<file path="src/rtl/core/gtc_pkg.sv">
// Shared types, widths and fixed-point constants for the gyro temperature compensation block.
// The polynomial coefficients are Q48 and the scales are Q32, all worked out at elaboration.
// No dependencies.
package gtc_pkg;

    localparam int AXES    = 3;
    localparam int RAW_W   = 16;
    localparam int RATE_W  = 32;
    localparam int JUMP_W  = 31;
    localparam int IDX_W   = 2;

    localparam logic [IDX_W-1:0] REG_BIAS_X     = 2'd0;
    localparam logic [IDX_W-1:0] REG_BIAS_Y     = 2'd1;
    localparam logic [IDX_W-1:0] REG_BIAS_Z     = 2'd2;
    localparam logic [IDX_W-1:0] REG_JUMP_LIMIT = 2'd3;

    localparam logic [JUMP_W-1:0] JUMP_RESET = 31'd32768;

    // Lane datapath widths.
    localparam int U_W      = 17;
    localparam int COEF1_W  = 40;
    localparam int COEF2_W  = 28;
    localparam int SCALE_W  = 24;
    localparam int DIFF_W   = 42;
    localparam int OFF24_W  = 40;
    localparam int PROD_W   = 68;
    localparam int R16_W    = 28;
    localparam int LANE_LAT = 7;
    localparam int U_OFFSET = 25000;

    typedef logic signed [RATE_W-1:0] rate_t;

    localparam longint unsigned X_C0_U =
        ((64'd73788764 / 64'd3125) << 43) +
        (((64'd73788764 % 64'd3125) << 43) + 64'd3125 / 2) / 64'd3125;
    localparam longint unsigned X_C1_U =
        ((64'd10979095 / 64'd48828125) << 37) +
        (((64'd10979095 % 64'd48828125) << 37) + 64'd48828125 / 2) / 64'd48828125;
    localparam longint unsigned X_C2_U =
        ((64'd24414819 / 64'd6103515625) << 34) +
        (((64'd24414819 % 64'd6103515625) << 34) + 64'd6103515625 / 2) / 64'd6103515625;
    localparam longint unsigned Y_C0_U =
        ((64'd17459222 / 64'd15625) << 42) +
        (((64'd17459222 % 64'd15625) << 42) + 64'd15625 / 2) / 64'd15625;
    localparam longint unsigned Y_C1_U =
        ((64'd10612476 / 64'd9765625) << 38) +
        (((64'd10612476 % 64'd9765625) << 38) + 64'd9765625 / 2) / 64'd9765625;
    localparam longint unsigned Z_C0_U =
        ((64'd28077884 / 64'd15625) << 42) +
        (((64'd28077884 % 64'd15625) << 42) + 64'd15625 / 2) / 64'd15625;
    localparam longint unsigned Z_C1_U =
        ((64'd14576032 / 64'd48828125) << 37) +
        (((64'd14576032 % 64'd48828125) << 37) + 64'd48828125 / 2) / 64'd48828125;

    localparam longint unsigned SCALE_NUM = (64'd1 << 32) * 64'd1000000000;
    localparam longint unsigned X_SC_U =
        (SCALE_NUM + (64'd82362683 * 64'd9849) / 2) / (64'd82362683 * 64'd9849);
    localparam longint unsigned Y_SC_U =
        (SCALE_NUM + (64'd82362683 * 64'd10107) / 2) / (64'd82362683 * 64'd10107);
    localparam longint unsigned Z_SC_U =
        (SCALE_NUM + (64'd82362683 * 64'd9993) / 2) / (64'd82362683 * 64'd9993);

    localparam logic signed [63:0] C0_TAB [AXES] = '{X_C0_U, Y_C0_U, Z_C0_U};
    localparam logic signed [COEF1_W-1:0] C1_TAB [AXES] =
        '{COEF1_W'(X_C1_U), COEF1_W'(Y_C1_U), COEF1_W'(Z_C1_U)};
    localparam logic signed [COEF2_W-1:0] C2_TAB [AXES] =
        '{COEF2_W'(X_C2_U), COEF2_W'(0), COEF2_W'(0)};
    localparam logic [SCALE_W-1:0] SCALE_TAB [AXES] =
        '{SCALE_W'(X_SC_U), SCALE_W'(Y_SC_U), SCALE_W'(Z_SC_U)};

    // Temperature conversion: floor(N / 280) is done as floor(floor(N / 8) / 35).
    localparam int TV_W      = 17;
    localparam int TM_W      = TV_W + 13;
    localparam int TP_W      = 2 * TM_W;
    localparam int RECIP_SH  = 35;
    localparam int TQ_W      = TP_W - RECIP_SH;
    localparam int TREM_W    = 7;
    localparam int TEMP_BIAS = 32800;
    localparam int TEMP_RND  = 17;
    localparam int TEMP_DIV  = 35;
    localparam int TEMP_OFF  = 35 * 65536;
    localparam logic [TM_W-1:0] TEMP_RECIP = TM_W'((64'd1 << RECIP_SH) / TEMP_DIV);

endpackage

</file>
<file path="src/rtl/core/gtc_merge.sv">
// Merging stage: jump test of all lanes against the last accepted rates, result register.
// The last accepted rates are replaced only when every axis passes.
// Depends on gtc_pkg.
module gtc_merge (
    input  logic                      clk,
    input  logic                      rst_n,
    input  logic                      load,
    input  gtc_pkg::rate_t            rates [gtc_pkg::AXES],
    input  gtc_pkg::rate_t            temp_in,
    input  logic [gtc_pkg::JUMP_W-1:0] jump_limit,
    output gtc_pkg::rate_t            rates_out [gtc_pkg::AXES],
    output gtc_pkg::rate_t            temp_out,
    output logic                      plausible
);
    import gtc_pkg::*;

    localparam int D_W = RATE_W + 1;

    rate_t             last_rate_reg [AXES];
    rate_t             rates_out_reg [AXES];
    rate_t             temp_out_reg;
    logic              plausible_reg;
    logic [AXES-1:0]   fail;
    logic              ok;

    always_comb
    begin
        for (int i = 0; i < AXES; i++)
        begin
            logic signed [D_W-1:0] delta;
            logic [D_W-1:0] mag;
            delta = D_W'(last_rate_reg[i]) - D_W'(rates[i]);
            mag = delta[D_W-1] ? D_W'(-delta) : D_W'(delta);
            fail[i] = mag > D_W'(jump_limit);
        end
    end

    assign ok = ~|fail;

    always_ff @(posedge clk or negedge rst_n)
    begin
        if (!rst_n)
        begin
            for (int i = 0; i < AXES; i++)
            begin
                last_rate_reg[i] <= '0;
            end
        end
        else if (load && ok)
        begin
            for (int i = 0; i < AXES; i++)
            begin
                last_rate_reg[i] <= rates[i];
            end
        end
    end

    always_ff @(posedge clk)
    begin
        if (load)
        begin
            rates_out_reg <= rates;
            temp_out_reg  <= temp_in;
            plausible_reg <= ok;
        end
    end

    assign rates_out = rates_out_reg;
    assign temp_out  = temp_out_reg;
    assign plausible = plausible_reg;

    a_keep_last : assert property (@(posedge clk) disable iff (!rst_n)
        load && !ok |=> $stable(last_rate_reg[0]) && $stable(last_rate_reg[1])
                        && $stable(last_rate_reg[2]))
        else $error("last rates changed after an implausible item");

    a_take_last : assert property (@(posedge clk) disable iff (!rst_n)
        load && ok |=> last_rate_reg[0] == rates_out_reg[0]
                       && last_rate_reg[1] == rates_out_reg[1]
                       && last_rate_reg[2] == rates_out_reg[2] && plausible_reg)
        else $error("last rates do not match a plausible result");

    a_hold_last : assert property (@(posedge clk) disable iff (!rst_n)
        !load |=> $stable(last_rate_reg[0]) && $stable(last_rate_reg[1])
                  && $stable(last_rate_reg[2]))
        else $error("last rates changed without a result load");

endmodule
</file>
<file path="config.mk">
export PLATFORM = sky130hd
export DESIGN_NAME = gtc_merge
export DESIGN_NICKNAME = d
export VERILOG_FILES = /design/src/rtl/core/gtc_pkg.sv /design/src/rtl/core/gtc_merge.sv
export SDC_FILE = /design/constraint.sdc
export NUM_CORES = 1
export LEC_CHECK = 0
export BUFFER_PORTS_ARGS = -buffer_cell sky130_fd_sc_hd__buf_2
export CORE_MARGIN = 4
export CORE_UTILIZATION = 60
export DETAILED_ROUTE_END_ITERATION = 6
export PLACE_DENSITY = 0.84
export SYNTH_ARGS = -nofsm -noshare
export SYNTH_HDL_FRONTEND = slang
export SYNTH_SLANG_ARGS = --single-unit
</file>
<file path="constraint.sdc">
create_clock -name clk -period 16.83 [get_ports clk]
set_clock_uncertainty 0.2 [all_clocks]
set_input_delay 3.366 -clock clk [delete_from_list [all_inputs] [get_ports clk]]
set_output_delay 3.366 -clock clk [all_outputs]
set_load 0.01 [all_outputs]
</file>
== Word-level counts from Yosys, hierarchy flattened ==
Index checks and enable logic that the tools add are counted.
Storage, ports and cells
  output and inout bits: 129
  bits in read-only memories: 0
  latch bits: 0
  bits of input ports: 162
  logic and storage cells: 23
  memory bits (writable): 0
  memories kept: 0
  register bits: 225
Operators by class
  shift-type cells: 0
  equality and inequality tests: 0
  $add $sub $neg: 6
  divide/modulo/power cells: 0
  muxes and demuxes: 3
  reductions and logical operators: 3
  $mul: 0
  magnitude comparators: 3
  bitwise operators: 0
Operator list (count)
  $gt 33x31->1: 3
  $mux 33: 3
  $neg 33->33: 3
  $sub 32x32->33: 3
  $reduce_or 3->1: 1
  $logic_and 1x1->1: 1
  $logic_not 1->1: 1

== Longest topological paths before layout ==
  depth in word-level cells: 7
  depth in mapped cells: 28
  depth with buffers taken out: 26

== Worst setup path after synthesis ==
OpenSTA, ideal clock, no wires.
  path kind: input to register
  start: in rates[0] (netlist bit)
  end: reg last_rate_reg[12] (netlist bit)
  data arrival time: 9045 ps
  slack: 7458 ps
  data required time: 16502 ps
  stages: 27
  path buffers: 2
  library setup time: 128 ps
  cell sequence: ha_1 -> inv_1 -> fa_1 -> a211oi_2 -> o211ai_1 -> a21oi_1 -> xnor2_1 -> or3b_1 -> nand2b_1 -> nand2b_1 -> nor4_1 -> a21oi_1 -> xor2_1 -> ha_1 -> a21o_1 -> a21oi_1 -> nor2b_1 -> a2111oi_0 -> and3_1 -> a221oi_1 -> a211oi_1 -> o211ai_1 -> a311oi_2 -> nand4_2 -> buf_6 -> buf_6 -> mux2_1
On the way
  cells in the longest elaborated chain, start to end: 7
Ends and longest elaborated chain
  from (decl): line gtc_merge.sv:8  | input gtc_pkg::rate_t rates [gtc_pkg::AXES],
  $sub 32x32->33 (*): line gtc_merge.sv:32  | delta = D_W'(last_rate_reg[i]) - D_W'(rates[i]);
  $neg 33->33: line gtc_merge.sv:33  | mag = delta[D_W-1] ? D_W'(-delta) : D_W'(delta);
  $mux 33 (*): line gtc_merge.sv:33
  $gt 33x31->1 (*): line gtc_merge.sv:34  | fail[i] = mag > D_W'(jump_limit);
  $reduce_or 3->1 (*): line gtc_merge.sv:38  | assign ok = ~|fail;
  $logic_not 1->1 (*): line gtc_merge.sv:38
  $logic_and 1x1->1 (*): line gtc_merge.sv:49  | else if (load && ok)
  to (signal, indexed assignment): line gtc_merge.sv:53  | last_rate_reg[i] <= rates[i];
  to (decl): line gtc_merge.sv:19  | rate_t last_rate_reg [AXES];
Mark *: on every way between the ends. The rest lies on a longest branch, timed or not.
A chain may end at the register's enable or synchronous reset.

== Final worst setup path ==
  start: in rates[2] (netlist bit)
  end: reg last_rate_reg[86] (netlist bit)
Same word-level chain as after synthesis.

==> impl_metrics.env <==
export IMPL_grt_max_degree=69
export IMPL_fin_crit_sh_pct=65.5
export IMPL_switching_share_pct=47.3
export IMPL_crit_arrival_ns=11.24
export IMPL_setup_viol=0
export IMPL_endpoint_kind="flip-flop"
export IMPL_min_to="last_rate_reg[12]"
export IMPL_yosysTopAreaCell="edfxtp_1"
export IMPL_slew_headroom_pct=31.3
export IMPL_postSynthCellCount=2004
export IMPL_place_ws_ns=5.38
export IMPL_startpoint_type="input port"
export IMPL_viasPerCell=6.20
export IMPL_setup_slack_ns=5.81
export IMPL_dpl_hpwl_um=41400
export IMPL_clock_path_buffers=3
export IMPL_clk_latency_ns=0.55
export IMPL_drtPass1Iterations=5
export IMPL_yosys_warnings=0
export IMPL_cts_buffers=25
export IMPL_crit_fanout=53
export IMPL_initial_core_util_pct=61.0
export IMPL_cts_htree_levels=1
export IMPL_synth_avg_cell_area_um2=9.33
export IMPL_grt_pass1_vias=16400
export IMPL_power_mw=4.58
export IMPL_overflow=0
export IMPL_syn_area_mm2=0.0187
export IMPL_ctsHoldBuffers=0
export IMPL_worst_path_max_delay_cell="a2111oi_0"
export IMPL_p_switching_mw=2.17
export IMPL_fmax_mhz=90.7
export IMPL_wl_per_cell_um=19.5
export IMPL_holdPathStages=1
export IMPL_seq_power_share_pct=17.5
export IMPL_synthFlopType="edfxtp_1"
export IMPL_vdd_drop_max_mv=0.115
export IMPL_ys_seq_elements=225
export IMPL_r2r_start="last_rate_reg[0]"
export IMPL_cts_tree="done"
export IMPL_drt_iter0_drc=1112
export IMPL_num_rows=64
export IMPL_hp_start="last_rate_reg[12]"
export IMPL_syn_nets=2361
export IMPL_reg2regPathDepth=27
export IMPL_rsz0062_at_grt="no"
export IMPL_ant_nets=0
export IMPL_place_gp_congestion=0.943
export IMPL_ys_types=86
export IMPL_grt_pass1_wl_um=82400
export IMPL_layout_min_cycle_time_ns=11.02
export IMPL_area_delta_synth_final_pct=13.6
export IMPL_leakagePower_nw=9.98
export IMPL_cpLargestDelayFamily="simple AND/OR/NAND/NOR gates"
export IMPL_maxCapViolCount=0
export IMPL_finalSetupTns_ns=0
export IMPL_cts_root_buf="clkbuf_16"
export IMPL_die_w_um=185
export IMPL_reg2reg_slack_ns=8.34
export IMPL_via_count=16700
export IMPL_fillCellCount=2442
export IMPL_cts_setup_buffers=0
export IMPL_finish_utilization_pct=69.3
export IMPL_drive_above_1_share_pct=20.2
export IMPL_tightestPinTransition_ns=1.03
export IMPL_fp_dieH_um=185
export IMPL_synth_edf_count=129
export IMPL_cts_repair_resized=0
export IMPL_p_int_mw=2.42
export IMPL_r2r_end="last_rate_reg[86]"
export IMPL_cts_reportedPaths_clkPinSlew_ns=0.05
export IMPL_die_area_mm2=0.0341
export IMPL_crit_buf_inv=3
export IMPL_pwr_density_cell_mw_per_mm2=216
export IMPL_async_flop_share_pct=42.7
export IMPL_comb_power_share_pct=71.0
export IMPL_synth_seq_area_share_pct=33.6
export IMPL_numPortBuffers=290
export IMPL_cpPeakStageDelay_ns=0.84
export IMPL_synth_area_top_cells="edfxtp_1 21%, dfrtp_1 13%, ha_1 13%"
export IMPL_slew_violations=0
export IMPL_cts_sinks=225
export IMPL_crit_type="input port to flip-flop"
export IMPL_cp_depth=25
export IMPL_status="finished, final reports clean"
export IMPL_yosysTopAreaCellShare_pct=20.7
export IMPL_coreArea_mm2=0.0307
export IMPL_power_frac_clock_pct=11.6
export IMPL_layout_nets=2630
export IMPL_worstPathRequired_ns=17.05
export IMPL_drt_wl_total_um=52300
export IMPL_route_detailed_drc=0
export IMPL_antenna_found_initial=0
export IMPL_grt_usage_pct=29.4
export IMPL_hold_violations=0
export IMPL_ios=291
export IMPL_hp_class="flip-flop to flip-flop"
## cells in the final DEF, fill, tap and decap left out, types with 58 or more instances in the layout
cell,Yosys,routed
buf_2,8,288
ha_1,192,192
a21oi_1,161,161
inv_1,160,160
nand2_1,151,151
edfxtp_1,129,129
o21ai_0,112,112
nor2_1,105,105
dfrtp_1,96,96
xnor2_1,84,84
a21o_1,59,59
mux2_2,58,58
## stage by stage
stage,hold WS [ns],area (µm²),instances
global route,0.324,21200,2688
finish,0.297,21200,2689
global placement,0.282,20500,2642
detailed placement,0.289,20500,2642
CTS,0.302,21200,2688
floorplan,0.268,18700,2004
## final cells by class
type                       instances  area [µm²]  area share, %
antenna                            1        2.50         0.0118
clock buffer                      37         711           3.34
clock inverter                     9        73.8          0.347
inverter                         160         601           2.83
multi-input combinational       1564       11600           54.5
sequential                       225        6280           29.5
tap                              396         495           2.33
timing repair buffer             297        1510           7.10
## layer usage
| layer | part of all wire, % | track usage (%) | vias up |
|---|---|---|---|
| met5 | 0 | 0 | - |
| met4 | 3.6 | 9.64 | 0 |
| met3 | 6.4 | 3.89 | 113 |
| met2 | 47 | 50.0 | 628 |
| met1 | 43 | 39.1 | 7929 |
| li1 | - | - | 7992 |
## cell usage after synthesis, types with 10 or more instances
cell       instances
mux2_2            58
a31oi_1           18
or2_2             18
dfrtp_1           96
nor3_1            43
a211oi_1          19
o21bai_1          11
mux2_4            35
and3_1            21
nor2_1           105
and2_1            25
a21boi_0          14
ha_1             192
o211ai_1          24
o2111ai_1         10
a211o_1           10
o21ai_0          112
xnor2_1           84
edfxtp_1         129
nand2b_1          16
xor2_1            50
nand2_1          151
nand4_1           47
nor2b_1           23
a21oi_1          161
nor4_1            13
or3_1             13
clkbuf_1          42
and4_1            13
o21a_1            34
nand3_1           33
a21o_1            59
inv_1            160
## power groups by stage
| stage | sequential [mW] | combinational, mW | clock [mW] |
|---|---|---|---|
| finish | 0.800 | 3.25 | 0.531 |
| global route | 0.814 | 3.60 | 0.563 |
| CTS | 0.800 | 3.20 | 0.540 |
| detailed placement | 0.807 | 3.18 | 0 |
| global placement | 0.798 | 3.07 | 0 |
| floorplan | 0.800 | 2.44 | 0 |
## kinds of logic after synthesis
kind of cell / after synthesis / synth area share, %
DFF: 225 / 33.6
and+or+nand+nor: 553 / 15.2
xor gates and xnor gates: 134 / 6.28
adders and majority gates: 195 / 13.2
muxes: 105 / 6.97
AOI/OAI and AO/OA: 577 / 20.3
buffers and inverters: 215 / 4.57
## how the worst max path moves through the flow
| stage | from | end | slack, ns |
|---|---|---|---|
| global route | rates[2] | last_rate_reg[2] | 5.05 |
| floorplan | rates[0] | last_rate_reg[12] | 7.46 |
| CTS | rates[2] | last_rate_reg[2] | 5.90 |
| global placement | rates[0] | last_rate_reg[2] | 5.58 |
| finish | rates[2] | last_rate_reg[86] | 5.81 |
| detailed placement | rates[2] | last_rate_reg[2] | 5.38 |
No activity file was read; power rests on OpenSTA's default activity.
