File: config.mk
export PLATFORM = sky130hd
export DESIGN_NAME = gtc_axis_lane
export DESIGN_NICKNAME = d
export VERILOG_FILES = /design/src/rtl/core/gtc_pkg.sv /design/src/rtl/core/gtc_axis_lane.sv
export SDC_FILE = /design/constraint.sdc
export NUM_CORES = 2
export LEC_CHECK = 0
export BUFFER_PORTS_ARGS = -buffer_cell sky130_fd_sc_hd__buf_4
export CAP_MARGIN = 5
export CORE_ASPECT_RATIO = 1.2
export CORE_UTILIZATION = 45
export DETAILED_ROUTE_END_ITERATION = 7
export GPL_TIMING_DRIVEN = 0
export PLACE_DENSITY = 0.63
export SLEW_MARGIN = 20
export SYNTH_ARGS = -nofsm -noshare
export SYNTH_HDL_FRONTEND = slang
export SYNTH_SLANG_ARGS = --single-unit
File: constraint.sdc
create_clock -name clk -period 12.89 [get_ports clk]
set_input_delay 2.578 -clock clk [delete_from_list [all_inputs] [get_ports clk]]
set_output_delay 2.578 -clock clk [all_outputs]
set_load 0.02 [all_outputs]
File: src/rtl/core/gtc_pkg.sv
// Shared types, widths and fixed-point constants for the gyro temperature compensation block.
// The polynomial coefficients are Q48 and the scales are Q32, all worked out at elaboration.
// No dependencies.
package gtc_pkg;

    localparam int AXES    = 3;
    localparam int RAW_W   = 16;
    localparam int RATE_W  = 32;
    localparam int JUMP_W  = 31;
    localparam int IDX_W   = 2;

    localparam logic [IDX_W-1:0] REG_BIAS_X     = 2'd0;
    localparam logic [IDX_W-1:0] REG_BIAS_Y     = 2'd1;
    localparam logic [IDX_W-1:0] REG_BIAS_Z     = 2'd2;
    localparam logic [IDX_W-1:0] REG_JUMP_LIMIT = 2'd3;

    localparam logic [JUMP_W-1:0] JUMP_RESET = 31'd32768;

    // Lane datapath widths.
    localparam int U_W      = 17;
    localparam int COEF1_W  = 40;
    localparam int COEF2_W  = 28;
    localparam int SCALE_W  = 24;
    localparam int DIFF_W   = 42;
    localparam int OFF24_W  = 40;
    localparam int PROD_W   = 68;
    localparam int R16_W    = 28;
    localparam int LANE_LAT = 7;
    localparam int U_OFFSET = 25000;

    typedef logic signed [RATE_W-1:0] rate_t;

    localparam longint unsigned X_C0_U =
        ((64'd73788764 / 64'd3125) << 43) +
        (((64'd73788764 % 64'd3125) << 43) + 64'd3125 / 2) / 64'd3125;
    localparam longint unsigned X_C1_U =
        ((64'd10979095 / 64'd48828125) << 37) +
        (((64'd10979095 % 64'd48828125) << 37) + 64'd48828125 / 2) / 64'd48828125;
    localparam longint unsigned X_C2_U =
        ((64'd24414819 / 64'd6103515625) << 34) +
        (((64'd24414819 % 64'd6103515625) << 34) + 64'd6103515625 / 2) / 64'd6103515625;
    localparam longint unsigned Y_C0_U =
        ((64'd17459222 / 64'd15625) << 42) +
        (((64'd17459222 % 64'd15625) << 42) + 64'd15625 / 2) / 64'd15625;
    localparam longint unsigned Y_C1_U =
        ((64'd10612476 / 64'd9765625) << 38) +
        (((64'd10612476 % 64'd9765625) << 38) + 64'd9765625 / 2) / 64'd9765625;
    localparam longint unsigned Z_C0_U =
        ((64'd28077884 / 64'd15625) << 42) +
        (((64'd28077884 % 64'd15625) << 42) + 64'd15625 / 2) / 64'd15625;
    localparam longint unsigned Z_C1_U =
        ((64'd14576032 / 64'd48828125) << 37) +
        (((64'd14576032 % 64'd48828125) << 37) + 64'd48828125 / 2) / 64'd48828125;

    localparam longint unsigned SCALE_NUM = (64'd1 << 32) * 64'd1000000000;
    localparam longint unsigned X_SC_U =
        (SCALE_NUM + (64'd82362683 * 64'd9849) / 2) / (64'd82362683 * 64'd9849);
    localparam longint unsigned Y_SC_U =
        (SCALE_NUM + (64'd82362683 * 64'd10107) / 2) / (64'd82362683 * 64'd10107);
    localparam longint unsigned Z_SC_U =
        (SCALE_NUM + (64'd82362683 * 64'd9993) / 2) / (64'd82362683 * 64'd9993);

    localparam logic signed [63:0] C0_TAB [AXES] = '{X_C0_U, Y_C0_U, Z_C0_U};
    localparam logic signed [COEF1_W-1:0] C1_TAB [AXES] =
        '{COEF1_W'(X_C1_U), COEF1_W'(Y_C1_U), COEF1_W'(Z_C1_U)};
    localparam logic signed [COEF2_W-1:0] C2_TAB [AXES] =
        '{COEF2_W'(X_C2_U), COEF2_W'(0), COEF2_W'(0)};
    localparam logic [SCALE_W-1:0] SCALE_TAB [AXES] =
        '{SCALE_W'(X_SC_U), SCALE_W'(Y_SC_U), SCALE_W'(Z_SC_U)};

    // Temperature conversion: floor(N / 280) is done as floor(floor(N / 8) / 35).
    localparam int TV_W      = 17;
    localparam int TM_W      = TV_W + 13;
    localparam int TP_W      = 2 * TM_W;
    localparam int RECIP_SH  = 35;
    localparam int TQ_W      = TP_W - RECIP_SH;
    localparam int TREM_W    = 7;
    localparam int TEMP_BIAS = 32800;
    localparam int TEMP_RND  = 17;
    localparam int TEMP_DIV  = 35;
    localparam int TEMP_OFF  = 35 * 65536;
    localparam logic [TM_W-1:0] TEMP_RECIP = TM_W'((64'd1 << RECIP_SH) / TEMP_DIV);

endpackage

File: src/rtl/core/gtc_axis_lane.sv
// One axis lane: temperature polynomial offset, scale multiply, bias and saturation.
// Seven register stages; inputs must stay stable while an item is in flight.
// Depends on gtc_pkg.
module gtc_axis_lane #(
    parameter int AXIS = 0
) (
    input  logic                               clk,
    input  logic signed [gtc_pkg::RAW_W-1:0]   raw,
    input  logic signed [gtc_pkg::RAW_W-1:0]   temp_raw,
    input  gtc_pkg::rate_t                     bias,
    output gtc_pkg::rate_t                     rate
);
    import gtc_pkg::*;

    localparam logic signed [63:0]         C0    = C0_TAB[AXIS];
    localparam logic signed [COEF1_W-1:0]  C1    = C1_TAB[AXIS];
    localparam logic signed [COEF2_W-1:0]  C2    = C2_TAB[AXIS];
    localparam logic [SCALE_W-1:0]         SCALE = SCALE_TAB[AXIS];
    localparam logic signed [63:0]         OFF_HALF  = 64'sd1 <<< 23;
    localparam logic signed [PROD_W-1:0]   PROD_HALF = PROD_W'(64'd1 << 39);
    localparam int SAT_W = RATE_W + 2;

    logic signed [U_W-1:0]                u;
    logic signed [2*U_W-1:0]              usq_reg;
    logic signed [COEF1_W+U_W-1:0]        lin_reg;
    logic signed [COEF2_W+2*U_W-1:0]      quad_reg;
    logic signed [63:0]                   off48_reg;
    logic signed [63:0]                   off_rnd;
    logic signed [DIFF_W-1:0]             raw_sh;
    logic signed [DIFF_W-1:0]             diff_reg;
    logic [2*SCALE_W-1:0]                 lo_reg;
    logic signed [DIFF_W-SCALE_W+SCALE_W:0] hi_reg;
    logic signed [PROD_W-1:0]             hi_ext;
    logic signed [PROD_W-1:0]             lo_ext;
    logic signed [PROD_W-1:0]             prod_sum;
    logic signed [R16_W-1:0]              r16_reg;
    logic signed [SAT_W-1:0]              wide;
    rate_t                                rate_reg;

    assign u = {temp_raw[RAW_W-1], temp_raw} + U_W'(U_OFFSET);
    assign off_rnd = off48_reg + OFF_HALF;
    assign raw_sh = {{(DIFF_W-RAW_W-24){raw[RAW_W-1]}}, raw, 24'd0};
    assign hi_ext = PROD_W'(hi_reg);
    assign lo_ext = $signed(PROD_W'(lo_reg));
    assign prod_sum = (hi_ext <<< 24) + lo_ext + PROD_HALF;
    assign wide = SAT_W'(r16_reg) - SAT_W'(bias);

    always_ff @(posedge clk)
    begin
        usq_reg   <= u * u;
        lin_reg   <= C1 * u;
        quad_reg  <= C2 * usq_reg;
        off48_reg <= C0 - 64'(lin_reg) - 64'(quad_reg);
        diff_reg  <= raw_sh - DIFF_W'($signed(off_rnd[63:24]));
        lo_reg    <= diff_reg[SCALE_W-1:0] * SCALE;
        hi_reg    <= $signed(diff_reg[DIFF_W-1:SCALE_W]) * $signed({1'b0, SCALE});
        r16_reg   <= prod_sum[PROD_W-1:40];
        if (wide[SAT_W-1:RATE_W-1] == '0 || wide[SAT_W-1:RATE_W-1] == '1)
        begin
            rate_reg <= wide[RATE_W-1:0];
        end
        else if (wide[SAT_W-1])
        begin
            rate_reg <= {1'b1, {(RATE_W-1){1'b0}}};
        end
        else
        begin
            rate_reg <= {1'b0, {(RATE_W-1){1'b1}}};
        end
    end

    assign rate = rate_reg;

endmodule

Word-level counts from Yosys, hierarchy flattened:

Cells that the tools add are included.

* $add $sub $neg: 8
* $mul: 5
* eq/ne operators: 1
* multiplexer cells: 2
* reduce and logical (&&, ||, !) cells: 2

Operator list (number)
* 68-bit by 41-bit adder with 68-bit output, second input constant: 1
* 65-bit by 48-bit adder with 66-bit output: 1
* 63-bit by 25-bit adder with 64-bit output, second input constant: 1
* 32-bit 2-to-1 mux: 2
* 60-bit by 62-bit subtractor with 63-bit output: 1
* 27-bit by 34-bit multiplier with 61-bit output, first input constant: 1
* 59-bit by 53-bit subtractor with 60-bit output, first input constant: 1
* 35-bit by 17-bit multiplier with 52-bit output, first input constant: 1
* 24-bit by 22-bit multiplier with 46-bit output, second input constant: 1
* 40-bit by 40-bit subtractor with 41-bit output: 1
* 17-bit by 23-bit multiplier with 40-bit output, second input constant: 1
* 17-bit by 17-bit multiplier with 34-bit output: 1
* 28-bit by 32-bit subtractor with 33-bit output: 1
* 16-bit by 16-bit adder with 17-bit output, second input constant: 1
* 3-bit equality test, second input constant: 1
* 3-bit zero test: 1
* 1-bit logical OR: 1

* register bits after elaboration: 397
* input port bits: 65
* output and inout bits: 32
* logic and storage cells: 27

Longest topological paths before layout:

* word-level depth: 4
* depth in mapped cells: 31
* depth with buffers taken out: 31

Worst setup path after synthesis:

Ideal clock, no wire load.

* path type: input port to flip-flop
* from: input temp_raw[3] (netlist bit)
* to: register usq_reg[32]
* library setup time: 0.072 ns
* data arrival time: 10.227 ns
* setup slack: 2.591 ns
* stages: 28
* path buffers: 0
* path through: ha_1 o21ai_0 nand2_1 and3_1 xor2_1 clkinv_1 nor2_1 fa_1 fa_1 inv_1 fa_1 inv_1 fa_1 fa_1 inv_1 fa_1 inv_1 ha_1 a21oi_1 nor2b_1 o21ai_0 nand2b_1 a31o_2 a41oi_1 o31ai_1 o311a_1 a221oi_1 xnor2_1

* word-level cells in the longest chain between the ends: 2

RTL lines
* from (decl): RTL line gtc_axis_lane.sv:9 `input logic signed [gtc_pkg::RAW_W-1:0] temp_raw,`
* 16-bit by 16-bit adder with 17-bit output: RTL line gtc_axis_lane.sv:40 `assign u = {temp_raw[RAW_W-1], temp_raw} + U_W'(U_OFFSET);`
* 17-bit by 17-bit multiplier with 34-bit output: RTL line gtc_axis_lane.sv:50 `usq_reg <= u * u;`
* to (signal assigned): RTL line gtc_axis_lane.sv:50
* to (decl): RTL line gtc_axis_lane.sv:24 `logic signed [2*U_W-1:0] usq_reg;`

No other way between the ends.

Worst setup path in the final report:

* from: input temp_raw[3] (netlist bit)
* to: register lin_reg[51]

* word-level cells in the longest chain between the ends: 2

RTL lines
* 16-bit by 16-bit adder with 17-bit output: RTL line gtc_axis_lane.sv:40
* 35-bit by 17-bit multiplier with 52-bit output: RTL line gtc_axis_lane.sv:51 `lin_reg <= C1 * u;`
* to (signal assigned): RTL line gtc_axis_lane.sv:51
* to (decl): RTL line gtc_axis_lane.sv:25 `logic signed [COEF1_W+U_W-1:0] lin_reg;`

No other way between the ends.

==> impl.org <==
** Floorplanning
- The floorplan step set the die width to 341 um.
- Die area :: between 100000 and 150000 um^2
- The die is 409 um tall.
- In this run the core area contains 148 standard-cell rows.
- During I/O placement, the number of pins put on the boundary was 97.
- Core footprint :: between 100000 and 150000 um^2
- Initial Utilization :: 45.6%

** Clock tree
- Quantity of gates resized following cts :: 0
- Clock transition at the register clock pins on the worst setup and hold paths after CTS :: 0.06 ns
- TritonCTS built the clock tree.
- Maximum clock path buffer count :: 3
- Clock latency of the later-clocked register in the worst-skew pair :: about 0.60 ns
- H-tree depth reported by CTS :: 2
- The number of clock buffers added by TritonCTS is 41.
- The cell sitting at the root of the clock tree is a sky130_fd_sc_hd__clkbuf_16.
- The clock drives about 350 sinks.
- Total setup buffers inserted after CTS :: 0
- Count of hold buffers inserted by post-cts repair :: 0

** Critical path
- On the worst path, the slowest cell contributes a delay of 0.92 ns.
- Critical path data arrival time :: 12.34 ns
- The slowest stage of the critical path belongs to the cell sky130_fd_sc_hd__a2111oi_0.
- Worst-path maximum fanout :: 11
- STA classifies the critical path endpoint as a flop.
- The setup path with the least slack is of type input port to flop.
- Cell family with most CP delay :: adder cells
- STA puts the critical path data required time at 13.30 ns.
- STA classifies the critical path startpoint as an input port.
- Among the stages of the critical path, the cell type that occurs most often is sky130_fd_sc_hd__inv_1.
- Counting both buffers and inverters, the worst setup path holds a total of 8.

** Timing
- Minimum clock period after layout :: around 12 ns
- Peak clock frequency supported by timing :: 83.9 MHz
- Summed over all failing endpoints, the final setup total negative slack is 0 ns.
- Clock skew :: 0.0310 ns
- Share of the cycle needed by the critical path after routing :: 92.5%
- At the pin with the least slew margin, the transition time is 1.20 ns.
- Final hold vios :: 0
- Setup repair after global routing left no endpoint under its margin.
- Hold is met by between 0.4 and 0.5 ns.
- Number of setup violations in the final report :: 0
- Final-report max-slew violation count :: 0
- Measured against its own limit, the worst slew margin works out to around a fifth.

** Global routing
- The initial antenna violation count was 2.
- In the global route stage, met1 resource usage came out at about a quarter.
- Global routing finished with a remaining overflow of 0.
- For this run, global-route usage on met2 was measured as 41.1%.
- The number of global-route vias before repair is 46500.
- Entering global routing, the biggest net connects 25 pins.
- Global routing consumed, on the met3 layer, 1.67% of the routing resources.
- Global-route total usage across every layer :: between 20 and 25%
- The global routing stage identified its most utilized layer as met2.
- The first global-routing pass estimated about 240000 um of wire.

** Status
- Run status :: finished, final reports clean

** Route
- The detail route stage leaves a number of antenna-violating nets equal to 0.
- In this run, the number of DRC markers left after iteration 0 of detailed routing was about 1800.
- After detailed routing, the average wire length per cell comes to 17.5 um.
- Number of remaining DRC errors :: 0
- Total via count in the routed design :: 43000
- Summed over all layers, the routed wires come to 149000 um.
- Using the TritonRoute via totals, the vias-per-cell ratio works out to 5.08.
- Router iterations before antenna repair :: 5

** Logic synthesis
- Counting flops with an async set or reset pin after synthesis yields a share of 0%.
- Synth Warn # :: 0
- In this run the cell area of the synthesized design comes to 62100 um^2.
- Counting every instance in the synthesized netlist gives 6496.
- Of the synthesized area, sequential elements account for between 10 and 15%.
- Register bit total from synthesis :: between 300 and 400
- Post-Synthesis Net Count :: 8753
- The most used flip-flop cell after synthesis is sky130_fd_sc_hd__dfxtp_1.
- Count of flip-flops with a built-in enable after synthesis :: 0
- Post-synthesis average cell area :: 9.56 um^2
- Unique cell type count in the Yosys netlist :: 83

** Place
- Placer Congestion :: 0.938
- Area after detailed placement :: around 65000 um^2
- Input and output buffers added on the ports amount to 96.
- The HPWL after detailed placement is around 130000 um.
- Placed cells :: 8398

** Layout
- The layout has 12900 filler cells.
- Number of inserted diodes :: 0
- Relative to the synthesized area, the layout overhead comes to 7.55%.
- Cells with a size suffix above 1 make up around 3.6% of the layout.
- Nets :: around 9000
- Commonest cells after routing, fill and taps aside :: sky130_fd_sc_hd__inv_1, sky130_fd_sc_hd__ha_1, sky130_fd_sc_hd__fa_1, sky130_fd_sc_hd__dfxtp_1, sky130_fd_sc_hd__nor2_1
- Post-route cell area :: between 60000 and 70000 um^2
- Non-filler instance count after layout :: 8472
- Leaving out fill and tap cells, the most frequent cell in the layout is sky130_fd_sc_hd__inv_1.
- Flip-flop count of the largest register after layout :: 60

** Min path
- Class of the tightest hold or removal check :: flop to flop

** Job
- Across the run, the number of max-cap violations was 0.
[cell type report]
| type | count | area (um^2) | share of cell area [%] |
|---|---|---|---|
| tap | 1800 | 2250 | 3.37 |
| buffer | 56 | 230 | 0.345 |
| inverter | 1756 | 6590 | 9.87 |
| multi-input combinational | 4337 | 48400 | 72.5 |
| clock inverter | 24 | 417 | 0.624 |
| sequential | 347 | 6950 | 10.4 |
| clock buffer | 50 | 1110 | 1.66 |
| timing repair buffer | 102 | 845 | 1.26 |
[logic make-up (layout without fill, tap and decap cells)]
| family | count (synthesis) | count (layout) | share of synthesized area (%) |
|---|---|---|---|
| buffers and inverters | 1812 | 1988 | 11.0 |
| XOR/XNOR | 378 | 378 | 5.33 |
| flip-flops | 347 | 347 | 11.2 |
| multiplexers | 14 | 14 | 0.230 |
| adder cells (fa/ha/maj) | 2192 | 2192 | 56.4 |
| AND/OR/NAND/NOR | 892 | 892 | 6.86 |
| AO/OA/AOI/OAI | 861 | 861 | 8.98 |
[final timing paths]
path	start	end	slack, ns	cells past startpoint
setup / recovery	temp_raw[3]	lin_reg[51]	0.97	25
hold / removal	hi_reg[36]	r16_reg[20]	0.46	1
setup reg to reg	usq_reg[18]	quad_reg[44]	5.10	24
hold reg to reg	hi_reg[36]	r16_reg[20]	0.46	1
[metal layers]
metal | part of all wire (%) | vias up
met2 | 52 | 811
met5 | 0 | -
met1 | 40 | 21200
li1 | - | 20700
met3 | 3.2 | 305
met4 | 4.6 | 0
[synth_stat cells, types with 5 or more instances]
cell                        number  area share [%]
sky130_fd_sc_hd__a21boi_0       13            0.16
sky130_fd_sc_hd__a21oi_1       250             2.0
sky130_fd_sc_hd__nor3_1         44            0.35
sky130_fd_sc_hd__mux2i_1        12            0.19
sky130_fd_sc_hd__clkinv_1        7           0.042
sky130_fd_sc_hd__a221oi_1        7           0.099
sky130_fd_sc_hd__a31oi_1        33            0.33
sky130_fd_sc_hd__nand4_1        34            0.34
sky130_fd_sc_hd__dfxtp_1       347              11
sky130_fd_sc_hd__or3_1          18            0.18
sky130_fd_sc_hd__nand3_1        76            0.61
sky130_fd_sc_hd__xor2_1        102             1.4
sky130_fd_sc_hd__and4_1          7           0.099
sky130_fd_sc_hd__fa_1         1017              33
sky130_fd_sc_hd__o31ai_1        24            0.29
sky130_fd_sc_hd__a311oi_1        6           0.085
sky130_fd_sc_hd__a31o_2          8            0.11
sky130_fd_sc_hd__and2_1         21            0.21
sky130_fd_sc_hd__nor4_1          8           0.081
sky130_fd_sc_hd__a21o_1        142             1.7
sky130_fd_sc_hd__and3_1         44            0.44
sky130_fd_sc_hd__inv_1        1749              11
sky130_fd_sc_hd__a211oi_1       29            0.35
sky130_fd_sc_hd__nand2_1       223             1.3
sky130_fd_sc_hd__a21bo_2         5           0.081
sky130_fd_sc_hd__nor3b_1         6           0.073
sky130_fd_sc_hd__o211ai_1       21            0.25
sky130_fd_sc_hd__buf_1           7           0.042
sky130_fd_sc_hd__nand2b_1       54            0.54
sky130_fd_sc_hd__buf_2           5           0.040
sky130_fd_sc_hd__nor2b_1        39            0.39
sky130_fd_sc_hd__nand3b_1        6           0.073
sky130_fd_sc_hd__nor2_1        280             1.7
sky130_fd_sc_hd__a2111oi_0       6           0.085
sky130_fd_sc_hd__o21ai_1         5           0.040
sky130_fd_sc_hd__a221o_1         5           0.081
sky130_fd_sc_hd__or2_2          17            0.17
sky130_fd_sc_hd__o21bai_1       38            0.46
sky130_fd_sc_hd__xnor2_1       276             3.9
sky130_fd_sc_hd__ha_1         1175              24
sky130_fd_sc_hd__a211o_1         8            0.11
sky130_fd_sc_hd__o21ai_0       162             1.3
sky130_fd_sc_hd__clkbuf_1       41            0.25
sky130_fd_sc_hd__o31a_1          7           0.099
sky130_fd_sc_hd__o21a_1         48            0.58
[through the flow]
stage	setup WS (ns)	utilization, %
final	0.967	49.0
after global routing	0.686	49.0
after CTS	1.01	49.0
after detailed placement	0.388	47.9
after global placement	-0.635	47.8
after floorplan	2.59	-
Power is not shown: default switching activity piles up to over one toggle a cycle in this logic, so the estimate is an artifact.
