$ cat src/rtl/core/gtc_pkg.sv
// Shared types, widths and fixed-point constants for the gyro temperature compensation block.
// The polynomial coefficients are Q48 and the scales are Q32, all worked out at elaboration.
// No dependencies.
package gtc_pkg;

    localparam int AXES    = 3;
    localparam int RAW_W   = 16;
    localparam int RATE_W  = 32;
    localparam int JUMP_W  = 31;
    localparam int IDX_W   = 2;

    localparam logic [IDX_W-1:0] REG_BIAS_X     = 2'd0;
    localparam logic [IDX_W-1:0] REG_BIAS_Y     = 2'd1;
    localparam logic [IDX_W-1:0] REG_BIAS_Z     = 2'd2;
    localparam logic [IDX_W-1:0] REG_JUMP_LIMIT = 2'd3;

    localparam logic [JUMP_W-1:0] JUMP_RESET = 31'd32768;

    // Lane datapath widths.
    localparam int U_W      = 17;
    localparam int COEF1_W  = 40;
    localparam int COEF2_W  = 28;
    localparam int SCALE_W  = 24;
    localparam int DIFF_W   = 42;
    localparam int OFF24_W  = 40;
    localparam int PROD_W   = 68;
    localparam int R16_W    = 28;
    localparam int LANE_LAT = 7;
    localparam int U_OFFSET = 25000;

    typedef logic signed [RATE_W-1:0] rate_t;

    localparam longint unsigned X_C0_U =
        ((64'd73788764 / 64'd3125) << 43) +
        (((64'd73788764 % 64'd3125) << 43) + 64'd3125 / 2) / 64'd3125;
    localparam longint unsigned X_C1_U =
        ((64'd10979095 / 64'd48828125) << 37) +
        (((64'd10979095 % 64'd48828125) << 37) + 64'd48828125 / 2) / 64'd48828125;
    localparam longint unsigned X_C2_U =
        ((64'd24414819 / 64'd6103515625) << 34) +
        (((64'd24414819 % 64'd6103515625) << 34) + 64'd6103515625 / 2) / 64'd6103515625;
    localparam longint unsigned Y_C0_U =
        ((64'd17459222 / 64'd15625) << 42) +
        (((64'd17459222 % 64'd15625) << 42) + 64'd15625 / 2) / 64'd15625;
    localparam longint unsigned Y_C1_U =
        ((64'd10612476 / 64'd9765625) << 38) +
        (((64'd10612476 % 64'd9765625) << 38) + 64'd9765625 / 2) / 64'd9765625;
    localparam longint unsigned Z_C0_U =
        ((64'd28077884 / 64'd15625) << 42) +
        (((64'd28077884 % 64'd15625) << 42) + 64'd15625 / 2) / 64'd15625;
    localparam longint unsigned Z_C1_U =
        ((64'd14576032 / 64'd48828125) << 37) +
        (((64'd14576032 % 64'd48828125) << 37) + 64'd48828125 / 2) / 64'd48828125;

    localparam longint unsigned SCALE_NUM = (64'd1 << 32) * 64'd1000000000;
    localparam longint unsigned X_SC_U =
        (SCALE_NUM + (64'd82362683 * 64'd9849) / 2) / (64'd82362683 * 64'd9849);
    localparam longint unsigned Y_SC_U =
        (SCALE_NUM + (64'd82362683 * 64'd10107) / 2) / (64'd82362683 * 64'd10107);
    localparam longint unsigned Z_SC_U =
        (SCALE_NUM + (64'd82362683 * 64'd9993) / 2) / (64'd82362683 * 64'd9993);

    localparam logic signed [63:0] C0_TAB [AXES] = '{X_C0_U, Y_C0_U, Z_C0_U};
    localparam logic signed [COEF1_W-1:0] C1_TAB [AXES] =
        '{COEF1_W'(X_C1_U), COEF1_W'(Y_C1_U), COEF1_W'(Z_C1_U)};
    localparam logic signed [COEF2_W-1:0] C2_TAB [AXES] =
        '{COEF2_W'(X_C2_U), COEF2_W'(0), COEF2_W'(0)};
    localparam logic [SCALE_W-1:0] SCALE_TAB [AXES] =
        '{SCALE_W'(X_SC_U), SCALE_W'(Y_SC_U), SCALE_W'(Z_SC_U)};

    // Temperature conversion: floor(N / 280) is done as floor(floor(N / 8) / 35).
    localparam int TV_W      = 17;
    localparam int TM_W      = TV_W + 13;
    localparam int TP_W      = 2 * TM_W;
    localparam int RECIP_SH  = 35;
    localparam int TQ_W      = TP_W - RECIP_SH;
    localparam int TREM_W    = 7;
    localparam int TEMP_BIAS = 32800;
    localparam int TEMP_RND  = 17;
    localparam int TEMP_DIV  = 35;
    localparam int TEMP_OFF  = 35 * 65536;
    localparam logic [TM_W-1:0] TEMP_RECIP = TM_W'((64'd1 << RECIP_SH) / TEMP_DIV);

endpackage

$ cat src/rtl/core/gtc_temp_unit.sv
// Temperature conversion to degrees C in Q16.16 by reciprocal multiply and one correction.
// Four register stages; the input must stay stable while an item is in flight.
// Depends on gtc_pkg.
module gtc_temp_unit (
    input  logic                               clk,
    input  logic signed [gtc_pkg::RAW_W-1:0]   temp_raw,
    output gtc_pkg::rate_t                     temp_c
);
    import gtc_pkg::*;

    logic [TV_W-1:0]    v;
    logic [TM_W-1:0]    m_reg;
    logic [TP_W-1:0]    prod_reg;
    logic [TQ_W-1:0]    q0;
    logic [TM_W-1:0]    rem;
    logic [TQ_W-1:0]    q0_reg;
    logic [TREM_W-1:0]  rem_reg;
    rate_t              temp_reg;

    assign v   = {temp_raw[RAW_W-1], temp_raw} + TV_W'(TEMP_BIAS);
    assign q0  = prod_reg[TP_W-1:RECIP_SH];
    assign rem = m_reg - TM_W'(TM_W'(q0) * TM_W'(TEMP_DIV));

    always_ff @(posedge clk)
    begin
        m_reg    <= {v, 13'd0} + TM_W'(TEMP_RND);
        prod_reg <= m_reg * TEMP_RECIP;
        q0_reg   <= q0;
        rem_reg  <= rem[TREM_W-1:0];
        temp_reg <= RATE_W'(q0_reg) + RATE_W'(rem_reg >= TREM_W'(TEMP_DIV))
                    - RATE_W'(TEMP_OFF);
    end

    assign temp_c = temp_reg;

endmodule

$ cat config.mk
export PLATFORM = sky130hd
export DESIGN_NAME = gtc_temp_unit
export DESIGN_NICKNAME = d
export VERILOG_FILES = /design/src/rtl/core/gtc_pkg.sv /design/src/rtl/core/gtc_temp_unit.sv
export SDC_FILE = /design/constraint.sdc
export NUM_CORES = 1
export LEC_CHECK = 0
export ABC_AREA = 1
export CAP_MARGIN = 30
export CORE_ASPECT_RATIO = 0.6
export CORE_MARGIN = 2
export CORE_UTILIZATION = 23
export CTS_CLUSTER_DIAMETER = 60
export DETAILED_ROUTE_END_ITERATION = 8
export DONT_BUFFER_PORTS = 1
export SYNTH_ARGS = -nofsm -noshare
export SYNTH_HDL_FRONTEND = slang
export SYNTH_SLANG_ARGS = --single-unit
$ cat constraint.sdc
create_clock -name clk -period 16 [get_ports clk]
set_clock_uncertainty 0.05 [all_clocks]
set_input_delay 1.6 -clock clk [delete_from_list [all_inputs] [get_ports clk]]
set_output_delay 1.6 -clock clk [all_outputs]
set_load 0.005 [all_outputs]
; Yosys cells after proc, flatten, opt, wreduce, memory -nomap -nowiden
; Index checks and enable logic that the tools add are counted.
[op_classes]
add_sub_neg = 5
order_cmp = 1
n_mul = 2
[ops]
columns = operator, n
row1 = $mul 30x29->59 const B, 1
row2 = $add 30x5->30 const B, 1
row3 = $sub 26x22->27 const B, 1
row4 = $add 25x1->26, 1
row5 = $mul 25x6->7 const B, 1
row6 = $add 17x16->17 const B, 1
row7 = $ge 7x6->1 const B, 1
row8 = $sub 7x7->7, 1
[totals]
output_inout_bits = 32
register_bits = 148

; Depth between registers and ports, before layout
; Gate-level depths: netlist of run 1.
[depth]
word_depth = 3
ltp_mapped = 27

; Least setup slack after synthesis of run 1
; Ideal clock, no wire load.
[synth_path]
kind = register to register
startpoint = reg m_reg[14]
endpoint = reg prod_reg[52]
required_time_ns = 15.838
setup_slack_ns = 10.471
path_stages_with_launch = 23
arrival_time_ns = 5.367
setup_ns = 0.112
path_cell_list = dfxtp_1 -> fa_1 -> inv_1 -> fa_1 -> inv_1 -> fa_1 -> inv_1 -> fa_1 -> fa_1 -> fa_1 -> inv_1 -> ha_1 -> ha_1 -> ha_1 -> nand2_1 -> nor2_1 -> nand2_2 -> nor2_2 -> nand3_1 -> nand2_1 -> nor2_1 -> nand3_1 -> nand2_1
[synth_between]
elab_chain_cells = 1
[synth_lines]
columns = item, line_no
row1 = from (decl), gtc_temp_unit.sv:12  ; logic [TM_W-1:0] m_reg;
row2 = from (signal assigned), gtc_temp_unit.sv:26  ; m_reg <= {v, 13'd0} + TM_W'(TEMP_RND);
row3 = $mul 30x29->59, gtc_temp_unit.sv:27  ; prod_reg <= m_reg * TEMP_RECIP;
row4 = to (signal assigned), gtc_temp_unit.sv:27
row5 = to (decl), gtc_temp_unit.sv:13  ; logic [TP_W-1:0] prod_reg;
; Every way passes these cells.

; Worst setup path in the final report of run 1
[layout_path]
startpoint = reg m_reg[17]
endpoint = reg prod_reg[59]
; Same word-level chain as after synthesis.

==> results of run 1 <==
==> layer usage <==
metal,track usage (%),vias up,share of wire [%]
met3,6.183,9,12
met2,16.86,335,33
met5,0,-,0
li1,-,4622,-
met4,1.379,0,0.38
met1,22.92,4445,55
==> cell usage in the layout, fill, tap and decap left out, drive strengths merged <==
cell	instances
ha	263
nand2	353
clkinv	2
nand3b	1
xor2	37
clkbuf	9
fa	125
nor4	2
nand4	8
o21bai	7
a21oi	30
o21ai	7
or2	4
xnor2	16
nand3	49
a31oi	2
dfxtp	101
nor2	104
a2111oi	1
nor3	8
o31ai	1
inv	409
a21boi	1
and2	1
==> cells by family (layout without fill, tap and decap cells) <==
family | after synthesis | in the layout | synth area share (%)
compound gates | 49 | 49 | 2.255
simple gates | 530 | 530 | 17.91
flops | 101 | 101 | 16.42
fa+ha+maj | 388 | 388 | 47.03
buf+inv | 409 | 420 | 12.62
xor+xnor | 53 | 53 | 3.769
==> per-stage QoR <==
step | util (%) | hold WS (ps) | setup slack [ps] | instances
after floorplan | - | 259.6 | 10470 | 1530
after CTS | 25.55 | 277.0 | 9194 | 2244
final | 25.55 | 275.1 | 9037 | 2244
after detailed placement | 24.97 | 264.3 | 9242 | 2228
after global placement | 24.97 | 263.5 | 9269 | 2228
after global routing | 25.55 | 283.4 | 8799 | 2244
==> layout make-up <==
type | count | area (um^2) | area share [%]
clock buffer | 9 | 225.2 | 1.673
sequential | 101 | 2022 | 15.02
tap | 703 | 879.6 | 6.532
clock inverter | 7 | 81.33 | 0.6040
inverter | 404 | 1516 | 11.26
multi-input combinational | 1020 | 8741 | 64.91
==> final timing paths <==
path | startpoint | end | slack [ps] | depth (start not counted)
max | m_reg[17] | prod_reg[59] | 9040 | 21
min | prod_reg[57] | q0_reg[22] | 280 | 0
max reg2reg | m_reg[17] | prod_reg[59] | 9040 | 21
min reg2reg | prod_reg[57] | q0_reg[22] | 280 | 0
==> qor.yml, run 1 <==
logic_synthesis:
  synthArstFlopShare_pct: 0
  synthTopCellsByCount: "inv_1, nand2_1, ha_1, fa_1, dfxtp_1"
  syn_inst: 1530
  ys.flop_type: "dfxtp_1"
  yosys-top-cells-area: "ha_1, fa_1, dfxtp_1"
  yosysMostFrequentCell: "inv_1"
  synth.largest_area_cell: "ha_1"
  synth_edf_count: 0
  synth_top_area_share_pct: 26.72
  ys_ff_latch: 101
  yosysSeqAreaShare_pct: 16.42
  yosysUniqueCellTypes: 30
  synth_fp_nets: 1935
  syn_area_um2: 12320
  yosysWarnings: 0
  syn_area_per_cell_um2: 8.050
global_route:
  overflow: 0
  antenna_found_initial: 1
  grt_pass1_wl_um: 58100
  grt_max_degree: 22
  track_usage_pct: 14.19
  first_global_vias: 9656
sta:
  relSlewSlack_pct: 55.27
  timing.setup.tns_ps: 0
  finalSetupViolations: 0
  period_minus_slack_ps: 6963
  fin_crit_sh_pct: 43.52
  hold_viol: 0
  worstMarginPinSlew_ps: 670.9
  drv_slew: 0
  fmax_mhz: 143.6
  grt_setup_unrepaired: "no"
placed_design:
  portBuffers: 0
  place_congestion: 1.055
  placed_cell_area_um2: 13160
  dp_hpwl_um: 33390
clock_tree:
  root_buffer: "clkbuf_16"
  clk_pin_slew_ps: 110
  cts_resized: 0
  cts-htree-levels: 3
  cts_tree: "built"
  clk_path_buf_depth: 2
  cts_setup_buffers: 0
  ctsHoldBuffers: 0
  cts_sinks: 101
  insertion_delay_ps: 400
  cts_buffers: 9
status:
  outcome: "complete, no violations"
die:
  fp.coreArea_um2: 52700
  dieArea_um2: 55480
  die_h_um: 183.3
  initial_core_util_pct: 23.37
  ios: 49
  die_x_um: 302.8
  std_cell_rows: 65
route:
  vias: 9411
  viasPerCell: 4.194
  drcViolationCount: 0
  drt-total-wl_um: 37020
  drt_iter0_drc: 715
  wl_per_cell_um: 16.50
  drtPass1Iterations: 5
  ant_nets: 0
cells_and_area:
  antenna-diode-count: 0
  largest_reg_flops: 27
  area_growth_pct: 9.325
  nFillCells: 5737
  fin_area_um2: 13470
  fin_nets: 1941
  layout-drive-gt1-share_pct: 3.180
worst_setup_path:
  worstSetupEndpointType: "flip-flop"
  cp_cell_sequence: "fa_1 > inv_1 > fa_1 > inv_1 > fa_1 > inv_1 > fa_1 > fa_1 > fa_1 > inv_1 > ha_1 > ha_1 > ha_1 > nand2_1 > nor2_1 > nand2_1 > nor2_1 > nand3_1 > nand3_1 > nand2_1 > nand2_1"
  path_delay_family: "adder cells"
  cpPeakStageDelay_ps: 740
  path_class: "reg -> reg"
  worst_path_max_delay_cell: "dfxtp_1"
  crit_fanout: 8
  crit_required_ps: 16310
  start_kind: "flip-flop"
  worst-path-buf-inv: 4
  cp_common_cell: "fa_1"
  crit_arrival_ps: 7270
flow_run:
  maxCapViolCount: 0
hold_path:
  worstHoldPathType: "reg -> reg"
Power of run 1 is not shown: default switching activity piles up to over one toggle a cycle in this logic, so the estimate is an artifact.
==> run 2, diff against run 1 <==
Clock period 16 ns to 6.45 ns, I/O delays scaled along.
==> run 2 against run 1 <==
Register-to-register slack worse by 8800 ps; worst hold slack worse by 55 ps; critical path depth down 1; final cell count up 0.80%.
==> qor.yml, run 2 (same netlist as run 1, synthesis figures left out) <==
status:
  outcome: "complete, no violations"  # unchanged
die:
  fp.coreArea_um2: 52700  # unchanged
  die_h_um: 183.3  # unchanged
  die_x_um: 302.8  # unchanged
  initial_core_util_pct: 23.37  # unchanged
  std_cell_rows: 65  # unchanged
  dieArea_um2: 55480  # unchanged
  ios: 49  # unchanged
clock_tree:
  ctsHoldBuffers: 0  # unchanged
  insertion_delay_ps: 390  # was 400 ps
  cts_buffers: 9  # unchanged
  clk_pin_slew_ps: 100  # was 110 ps
  root_buffer: "clkbuf_16"  # unchanged
  cts_sinks: 101  # unchanged
  cts_tree: "built"  # unchanged
  cts-htree-levels: 3  # unchanged
  clk_path_buf_depth: 2  # unchanged
worst_setup_path:
  crit_fanout: 7  # was 8
  crit_arrival_ps: 6470  # was 7270 ps
  crit_required_ps: 6660  # was 16310 ps
  reg2reg_slack_ps: 190  # was 9040 ps
  worstSetupEndpointType: "flip-flop"  # unchanged
  path_class: "reg -> reg"  # unchanged
  reg2reg_depth: 20  # was 21
  rr_startpoint: "m_reg[20]"  # was m_reg[17]
  start_kind: "flip-flop"  # unchanged
  r2r_end: "prod_reg[42]"  # was prod_reg[59]
route:
  drt_iter0_drc: 905  # was 715
  drt-total-wl_um: 38210  # was 37020 um
  viasPerCell: 4.202  # was 4.194
  vias: 9505  # was 9411
  drcViolationCount: 0  # unchanged
  ant_nets: 0  # unchanged
  wl_per_cell_um: 16.89  # was 16.50 um
  drtPass1Iterations: 6  # was 5
placed_design:
  dp_hpwl_um: 34290  # was 33390 um
  portBuffers: 0  # unchanged
  dp_cells: 2246  # was 2228
  place_congestion: 1.026  # was 1.055
global_route:
  grt_max_degree: 22  # unchanged
  overflow: 0  # unchanged
  antenna_found_initial: 0  # was 1
  first_global_vias: 9727  # was 9656
  grt_pass1_wl_um: 59480  # was 58100 um
  track_usage_pct: 14.53  # was 14.19%
hold_path:
  worstHoldPathType: "in -> reg"  # was reg -> reg
  hold_path_depth: 0  # unchanged
  hold_start: "temp_raw[0]"  # was prod_reg[57]
  min_to: "m_reg[13]"  # was q0_reg[22]
cells_and_area:
  final_cells: 2262  # was 2244
  largest_reg_flops: 27  # unchanged
  multi_input_area_um2: 8746  # was 8741 um^2
  nFillCells: 5713  # was 5737
  seqCellArea_um2: 2026  # was 2022 um^2
  fin_nets: 1959  # was 1941
  layout_common_cells: "inv_1, nand2_1, ha_1, fa_1, dfxtp_1"  # unchanged
  layout-drive-gt1-share_pct: 4.618  # was 3.180%
  final_common_cell: "inv_1"  # unchanged
  antenna-diode-count: 0  # unchanged
  area_growth_pct: 10.51  # was 9.325%
flow_run:
  maxCapViolCount: 0  # unchanged
sta:
  grt_setup_unrepaired: "yes"  # was no
  worstMarginPinSlew_ps: 664.2  # was 670.9 ps
  finalSetupViolations: 0  # unchanged
  fin_crit_sh_pct: 97.08  # was 43.52%
  drv_slew: 0  # unchanged
  relSlewSlack_pct: 55.66  # was 55.27%
  period_minus_slack_ps: 6262  # was 6963 ps
  hold_ws_ps: 220.4  # was 275.1 ps
  hold_viol: 0  # unchanged
  fmax_mhz: 159.7  # was 143.6 MHz
run 2: cell type report:
type / count / share of cell area (%)
multi-input cells: 1020 / 64.25
clock buffers: 9 / 1.655
flip-flops and latches: 101 / 14.88
inverters: 404 / 11.14
well taps: 703 / 6.462
clock inverters: 7 / 0.6159
repair buffers: 18 / 0.9927
run 2: worst max-delay path, stage by stage (launching register included):
cell	delay (ps)
dfxtp_1	530
fa_1	600
ha_1	330
inv_1	60
fa_1	500
inv_1	40
ha_1	290
inv_1	100
fa_1	450
fa_1	550
inv_1	70
fa_1	450
ha_1	310
ha_2	470
nand2_1	140
nor2_1	290
nand2_1	170
nor2_2	150
nand2_1	60
nand3_1	170
xor2_1	330
run 2: layer usage:
metal	wire length, um	track usage [%]	up-vias
met1	21720	24.23	4546
met5	0	0	-
met4	158	1.360	0
li1	-	-	4649
met2	12070	16.72	293
met3	4265	5.792	17
run 2: worst max-delay path by stage:
stage / cells past startpoint / start / slack [ps] / to
finish: 20 / m_reg[20] / 190 / prod_reg[42]
global route: 21 / m_reg[15] / -30 / prod_reg[57]
CTS: 20 / m_reg[17] / 200 / prod_reg[57]
detailed placement: 20 / m_reg[17] / 250 / prod_reg[57]
global placement: 20 / m_reg[17] / 200 / prod_reg[57]
floorplan: 22 / m_reg[14] / 920 / prod_reg[52]
run 2: timing repair:
action / CTS / global route
setup buffers: 0 / 0
setup endpoints to repair: 0 / 11
resized for setup: 0 / 5
run 2: stage by stage:
step / worst slack, ps / area, um^2 / TNS (ps) / utilization (%)
finish: 188.3 / 13610 / 0 / 25.83
floorplan: 920.9 / 12320 / 0 / -
global route: -28.18 / 13610 / -44.39 / 25.83
detailed placement: 249.2 / 13290 / 0 / 25.23
CTS: 202.7 / 13600 / 0 / 25.81
global placement: 196.0 / 13290 / 0 / 25.23
Power of run 2 is left out for the same reason.
==> run 3, diff against run 2 <==
--- a/config.mk
+++ b/config.mk
@@ -11,3 +11,3 @@
 export CORE_MARGIN = 2
-export CORE_UTILIZATION = 23
+export CORE_UTILIZATION = 55
 export CTS_CLUSTER_DIAMETER = 60
@@ -15,2 +15,3 @@
 export DONT_BUFFER_PORTS = 1
+export PLACE_DENSITY = 0.7
 export SYNTH_ARGS = -nofsm -noshare
--- a/constraint.sdc
+++ b/constraint.sdc
@@ -4,2 +4,2 @@
 set_output_delay 0.645 -clock clk [all_outputs]
-set_load 0.005 [all_outputs]
+set_load 0.05 [all_outputs]
==> run 3 against run 2 <==
Wire length decreased by 18%; worst hold slack improved by 33 ps; die area shrank 57%; non-clock buffer count fell by 5; critical path depth unchanged; maximum frequency rose by 1.3%; clock-buffer cell count increased by 3; sequential share of layout area is 0.64 points higher; worst setup slack better by 81 ps; register-to-register slack improved by 80 ps.
==> qor.yml, run 3 (same netlist as run 1, synthesis figures left out) <==
route:
  drtPass1Iterations: 6  # unchanged
  drcViolationCount: 0  # unchanged
  ant_nets: 0  # unchanged
  viasPerCell: 5.058  # was 4.202
  drt-total-wl_um: 31290  # was 38210 um
  wl_per_cell_um: 17.00  # was 16.89 um
  drt_iter0_drc: 721  # was 905
  vias: 9307  # was 9505
cells_and_area:
  nFillCells: 2021  # was 5713
  fin_nets: 1954  # was 1959
  area_growth_pct: 6.044  # was 10.51%
  fin_area_um2: 13060  # was 13610 um^2
  antenna-diode-count: 0  # unchanged
  fin_util_pct: 59.32  # was 25.83%
  final_common_cell: "inv_1"  # unchanged
  layout-drive-gt1-share_pct: 4.505  # was 4.618%
  largest_reg_flops: 27  # unchanged
  layout_common_cells: "inv_1, nand2_1, ha_1, fa_1, dfxtp_1"  # unchanged
sta:
  relSlewSlack_pct: 46.28  # was 55.66%
  drv_slew: 0  # unchanged
  worstMarginPinSlew_ps: 812.4  # was 664.2 ps
  finalSetupViolations: 0  # unchanged
  grt_setup_unrepaired: "no"  # was yes
  fmax_mhz: 161.8  # was 159.7 MHz
  fin_crit_sh_pct: 95.82  # was 97.08%
  timing.setup.tns_ps: 0  # unchanged
  fin_ws_ps: 269.4  # was 188.3 ps
  hold_viol: 0  # unchanged
  period_minus_slack_ps: 6181  # was 6262 ps
die:
  die_x_um: 197.2  # was 302.8 um
  ios: 49  # unchanged
  initial_core_util_pct: 55.94  # was 23.37%
  fp.coreArea_um2: 22020  # was 52700 um^2
  dieArea_um2: 23650  # was 55480 um^2
  std_cell_rows: 42  # was 65
  die_h_um: 119.9  # was 183.3 um
flow_run:
  maxCapViolCount: 0  # unchanged
clock_tree:
  cts-htree-levels: 3  # unchanged
  clk_path_buf_depth: 2  # unchanged
  insertion_delay_ps: 370  # was 390 ps
  cts_tree: "built"  # unchanged
  root_buffer: "clkbuf_16"  # unchanged
  cts_buffers: 9  # unchanged
  cts_setup_buffers: 0  # unchanged
  clk_pin_slew_ps: 70  # was 100 ps
  cts_sinks: 101  # unchanged
global_route:
  overflow: 0  # unchanged
  grt_pass1_wl_um: 51780  # was 59480 um
  first_global_vias: 9663  # was 9727
  track_usage_pct: 29.26  # was 14.53%
  antenna_found_initial: 0  # unchanged
  grt_max_degree: 17  # was 22
worst_setup_path:
  path_class: "reg -> reg"  # unchanged
  crit_required_ps: 6650  # was 6660 ps
  reg2reg_slack_ps: 270  # was 190 ps
  crit_fanout: 7  # unchanged
  crit_arrival_ps: 6380  # was 6470 ps
  worstSetupEndpointType: "flip-flop"  # unchanged
  start_kind: "flip-flop"  # unchanged
placed_design:
  pre_cts_slack_ps: 231.1  # was 249.2 ps
  placed_cell_area_um2: 12740  # was 13290 um^2
  portBuffers: 0  # unchanged
  place_congestion: 0.9779  # was 1.026
  dp_hpwl_um: 27830  # was 34290 um
status:
  outcome: "complete, no violations"  # unchanged
hold_path:
  worstHoldPathType: "in -> reg"  # unchanged
run 3: final cells by class:
type / instances / area (um^2) / area share, %
multi-input cells: 1020 / 8753 / 67.02
flip-flops and latches: 101 / 2027 / 15.52
inverters: 404 / 1516 / 11.61
well taps: 286 / 357.8 / 2.740
clock buffers: 12 / 256.5 / 1.964
repair buffers: 13 / 97.59 / 0.7472
clock inverters: 4 / 52.55 / 0.4023
run 3: path summary, 6_finish.rpt:
kind                  end          from  cells past startpoint
max          prod_reg[58]     m_reg[16]                     20
min             m_reg[13]   temp_raw[0]                      0
max reg2reg  prod_reg[58]     m_reg[16]                     20
min reg2reg    q0_reg[20]  prod_reg[55]                      0
run 3: through the flow:
stage | hold WS [ps] | instances
after floorplan | 259.6 | 1530
after global placement | 263.3 | 1824
after detailed placement | 265.0 | 1824
after CTS | 239.8 | 1840
after global routing | 240.4 | 1840
final | 253.7 | 1840
run 3: worst max-delay path: stages (launching register included):
cell,delay [ps]
dfxtp_1,440
fa_2,670
inv_1,80
fa_1,480
inv_1,60
fa_1,560
inv_1,80
fa_1,480
fa_1,520
fa_1,550
inv_1,40
ha_1,290
ha_1,310
ha_1,360
nand2_1,150
nor2_2,160
nand2_1,100
nor2_1,220
nand3_1,240
nand4_1,160
nand2_1,70
run 3: per-layer routing:
metal / GRT usage [%] / wire, um / up-vias
met2: 39.41 / 11480 / 318
met1: 44.97 / 16000 / 4315
met4: 4.323 / 276 / 0
met3: 10.54 / 3535 / 16
li1: - / - / 4658
met5: 0 / 0 / -
run 3: timing repair:
| action | CTS | global route |
|---|---|---|
| hold buffers | 0 | 0 |
| endpoints found under the setup margin | 0 | 7 |
| gates resized for setup | 0 | 8 |
Power of run 3 is left out for the same reason.
